<file path="src/rtl/sgm_sqrt.sv">
// Bit-serial integer square root, one root bit per cycle.
`timescale 1ns / 1ps

module sgm_sqrt #(
    parameter int ROOT_W = 17
) (
    input  logic                  aclk,
    input  logic                  aresetn,
    input  logic                  start,
    input  logic [2*ROOT_W-1:0]   radicand,
    output logic                  busy,
    output logic [ROOT_W-1:0]     root
);

    localparam int RAD_W = 2 * ROOT_W;
    localparam int REM_W = ROOT_W + 3;
    localparam int CNT_W = $clog2(ROOT_W + 1);

    logic              busy_reg;
    logic [CNT_W-1:0]  count_reg;
    logic [RAD_W-1:0]  rad_reg;
    logic [REM_W-1:0]  rem_reg;
    logic [ROOT_W-1:0] root_reg;

    logic [REM_W-1:0]  rem_shift;
    logic [REM_W-1:0]  trial;
    logic              take;

    // Bring down the next two radicand bits and test the candidate root bit.
    assign rem_shift = {rem_reg[REM_W-3:0], rad_reg[RAD_W-1 -: 2]};
    assign trial     = REM_W'({root_reg, 2'b01});
    assign take      = rem_shift >= trial;

    // Step counter.
    always_ff @(posedge aclk) begin
        if (!aresetn) begin
            busy_reg  <= 1'b0;
            count_reg <= '0;
        end else if (start) begin
            busy_reg  <= 1'b1;
            count_reg <= CNT_W'(ROOT_W);
        end else if (busy_reg) begin
            count_reg <= count_reg - 1'b1;
            if (count_reg == CNT_W'(1)) begin
                busy_reg <= 1'b0;
            end
        end
    end

    // Datapath: the remainder always stays at or below twice the partial root.
    always_ff @(posedge aclk) begin
        if (start) begin
            rad_reg  <= radicand;
            rem_reg  <= '0;
            root_reg <= '0;
        end else if (busy_reg) begin
            rad_reg  <= rad_reg << 2;
            rem_reg  <= take ? rem_shift - trial : rem_shift;
            root_reg <= {root_reg[ROOT_W-2:0], take};
        end
    end

    assign busy = busy_reg;
    assign root = root_reg;

endmodule

</file>
<file path="config.mk">
export PLATFORM = sky130hd
export DESIGN_NAME = sgm_sqrt
export DESIGN_NICKNAME = d
export VERILOG_FILES = /design/src/rtl/sgm_sqrt.sv
export SDC_FILE = /design/constraint.sdc
export NUM_CORES = 1
export LEC_CHECK = 0
export BUFFER_PORTS_ARGS = -buffer_cell sky130_fd_sc_hd__buf_2
export CAP_MARGIN = 20
export CORE_ASPECT_RATIO = 0.7
export CORE_MARGIN = 1.5
export CORE_UTILIZATION = 52
export DETAILED_ROUTE_END_ITERATION = 7
export PLACE_DENSITY = 0.76
export SETUP_SLACK_MARGIN = 0.3
export SYNTH_ARGS = -nofsm -noshare
export SYNTH_HDL_FRONTEND = slang
export SYNTH_SLANG_ARGS = --single-unit
</file>
<file path="constraint.sdc">
create_clock -name aclk -period 2.5 [get_ports aclk]
set_input_delay 0.5 -clock aclk [delete_from_list [all_inputs] [get_ports aclk]]
set_output_delay 0.5 -clock aclk [all_outputs]
set_load 0.01 [all_outputs]
</file>
==> metrics.md <==
| Metric | Value |
|---|---|
| Status | completed |
| PD cells | 1270 mW/mm2 |
| Fin. Hold Viols | 0 |
| Core ar. | 0.00784 mm2 |
| Setup Total Neg Slack | 0 ns |
| Sw frac | 39.2% |
| Ports | 55 |
| CTS tree | yes |
| Yosys warns | 0 |
| Clock Tree Root | clkbuf_16 |
| Post-Syn Area | 0.00418 mm2 |
| Critical R2R Capture | rem_reg[17] |
| Maximum clock rate | roughly 450 MHz |
| Die height | 78.0 um |
| Largest delay share family, worst path | compound AO/OA/AOI/OAI gates |
| Share of cells above drive strength 1 | 44.9% |
| CTS buffer count | 9 |
| R2R cell count | 10 |
| 1st-pass router iterations | 4 |
| Dpl hpwl | 6.12 mm |
| P&R area growth vs syn | 31.0% |
| Slew HR | around 45% |
| CP max stage cell | dfxtp_2 |
| Max reg flops | 34 |
| Gate Count Post-Synth | between 300 and 400 |
| Grt ovf | 0 |
| Initial antenna violation count | 0 |
| Hold slack final | 0.445 ns |
| Worst-path clk slew | 0.06 ns |
| PortBufs | 54 |
| Final Cycle Share | between 80% and 90% |
| Post-synth cell types | 67 |
| CP cell instances | inv_1 > ha_4 > nand2b_4 > a21oi_4 > a221oi_4 > o211ai_4 > a31oi_4 > buf_6 > nor4_2 > o21ai_1 |
| Buf+Inv Stages, Crit Path | 2 |
| Bufs on Longest Clock Path | 2 |
| Clock tree sinks | 75 |
| First-pass GRT wire length | ~16 mm |
| Post-synth EDFFs | 34 |
| Largest fanout on the critical path | 6 |
| Power Internal | 4.21 mW |
| Reg2reg start | root[0] |
| H-tree depth | 3 |
| Syn_nets | between 400 and 500 |
| Clock skew | 0.00479 ns |
| Die W | 110 um |
| Drt via density | 5.81 |
| Die area | between 0.008 and 0.009 mm2 |
| Initial DRC Count | 201 |
| Prevailing post-synth register cell | dfxtp_1 |
| Min Tclk post-route | 2.24 ns |
| Setup-failing EPs final | 0 |
| Nets@finish | between 500 and 600 |
| GP Congestion | between 0.8 and 0.9 |
| Static Leakage | approximately 2.2 nW |
| Critical path type | reg -> reg |
| Ys async rst share | 0% |
| Critical path required time | 2.71 ns |
| Flop-to-flop setup slack | 0.26 ns |
| Clock latency at the later pin of the worst-skew pair | 0.33 ns |
| CP endpoint | rem_reg[17] |
| WL/cell | 17.8 um |
| Pins Over Slew Limit | 0 |
| Number of global-route vias before repair | 3204 |
| RSZ-0062 raised after global routing | yes |
| Fill cells | approximately 550 |
| Total track usage | 24.4% |
| Multi-input gate area | 0.00248 mm2 |
| Worst setup SP type | register |
| Largest net degree at the start of global routing | 47 |
| Clock share of power | 20.5% |
| Routed vias | 3391 |
| WP depth | 10 |
| Worst Setup End Kind | register |
| Max-cap viol count | 0 |
| Peak VDD IR | 0.651 mV |
| Slowest stage delay, CP | 0.33 ns |
| Critical Path AT | 2.46 ns |
| ANT cells | 0 |
| Sequential power share | 22.8% |
| Avg Inst Size Synth | 10.7 um2 |
| Effective utilization at floorplan | 53.3% |
| Core Rows | 27 |
| DR DRC count | 0 |
| Worst setup startpoint | root[0] |
| Routed Antenna Nets | 0 |
| Number of synthesized register bits | 75 |
| Sw power | 2.71 mW |
| Post-synthesis sequential area ratio | 44.1% |
| Combinational power share | 56.7% |
| Reg area | 0.00187 mm2 |
| Worst hold path type | in -> reg |
| Worst slew pin tran | 0.817 ns |
| Total wire length | 10.4 mm |
cells by family (layout without fill, tap and decap cells):
| logic type | count (synthesis) | after routing | share of synthesized area [%] |
|---|---|---|---|
| AND/OR/NAND/NOR | 97 | 97 | 11.6 |
| AO/OA/AOI/OAI | 80 | 81 | 14.9 |
| flip-flops | 75 | 75 | 44.1 |
| multiplexers | 58 | 58 | 14.9 |
| buffers and inverters | 45 | 135 | 4.94 |
| adder cells (fa/ha/maj) | 21 | 21 | 6.29 |
| XOR/XNOR | 16 | 16 | 3.36 |
power groups by stage:
stage	clock [mW]	combinational, mW	sequential, mW
2_1_floorplan	0	2.17	1.55
3_3_place_gp	0	2.54	1.57
3_5_place_dp	0	2.61	1.58
4_1_cts	1.43	3.23	1.57
5_1_grt	1.48	4.12	1.60
6_report	1.42	3.92	1.58
routing by layer:
layer  GRT usage, %  routed length [um]
met5              0                   0
met4           6.79                 263
met3           6.39                 655
met2           37.8                4840
met1           33.6                4660
worst min-delay path by stage:
stage	startpoint	end	slack, ns	cells past startpoint
after global placement	rem_reg[17]	rem_reg[17]	0.45	2
after detailed placement	rem_reg[10]	rem_reg[10]	0.47	2
after floorplan	rem_reg[17]	rem_reg[17]	0.43	2
after global routing	aresetn	count_reg[0]	0.43	2
final	aresetn	count_reg[0]	0.44	2
after CTS	aresetn	count_reg[4]	0.44	2
synth_stat cells, drive strengths merged (3+ instances only):
| cell | n | area, um2 |
|---|---|---|
| a211oi | 10 | 80.1 |
| a21o | 3 | 22.5 |
| a21oi | 18 | 109 |
| a31oi | 4 | 40.0 |
| a32oi | 4 | 42.6 |
| and2 | 3 | 18.8 |
| buf | 10 | 63.8 |
| clkbuf | 9 | 45.0 |
| dfxtp | 41 | 821 |
| edfxtp | 34 | 1020 |
| ha | 21 | 263 |
| inv | 26 | 97.6 |
| mux2 | 32 | 360 |
| mux2i | 26 | 260 |
| nand2 | 18 | 70.1 |
| nand2b | 5 | 31.3 |
| nand3 | 9 | 45.0 |
| nor2 | 42 | 160 |
| o211ai | 3 | 27.5 |
| o21a | 6 | 46.3 |
| o21ai | 14 | 70.1 |
| o31ai | 4 | 30.0 |
| xnor2 | 9 | 78.8 |
| xor2 | 7 | 61.3 |
worst reg2reg max path: stages, from the launching register on:
cell and delay [ns]:
dfxtp_2 0.33, inv_1 0.06, ha_4 0.31, nand2b_4 0.06, a21oi_4 0.20, a221oi_4 0.10
o211ai_4 0.27, a31oi_4 0.19, buf_6 0.18, nor4_2 0.30, o21ai_1 0.11
cell type report:
class	count	area share (%)
Inverter	26	1.78
Timing Repair Buffer	93	10.5
Sequential cell	75	34.1
Multi-Input combinational cell	273	45.4
Tap cell	101	2.31
Clock inverter	7	1.81
Clock buffer	9	4.12
metrics by stage:
step	worst slack, ns	util [%]	total power, mW	cells	cell area, um2
after CTS	0.296	67.2	6.23	575	5270
final	0.255	69.8	6.93	584	5470
after global placement	0.0900	58.8	4.11	542	4610
after floorplan	0.301	-	3.72	392	4210
after detailed placement	0.0725	58.8	4.19	542	4610
after global routing	0.135	69.8	7.21	584	5470
cells in the final DEF (no fill, tap or decap), drive strengths merged, types with 5 or more instances in the layout:
| cell | n |
|---|---|
| buf | 93 |
| nor2 | 42 |
| dfxtp | 41 |
| edfxtp | 34 |
| mux2 | 32 |
| inv | 28 |
| mux2i | 26 |
| ha | 21 |
| nand2 | 18 |
| a21oi | 18 |
| o21ai | 14 |
| a211oi | 10 |
| xnor2 | 9 |
| clkbuf | 9 |
| nand3 | 9 |
| xor2 | 7 |
| o21a | 6 |
| nand2b | 5 |
repair_timing:
item | in CTS | in global routing
pin swaps | 22 | 16
setup buffers | 16 | 8
setup endpoints to repair | 17 | 19
resized for setup | 39 | 32
hold buffers | 0 | 0
cloned | 1 | 1
(Power assumes the default switching activity.)
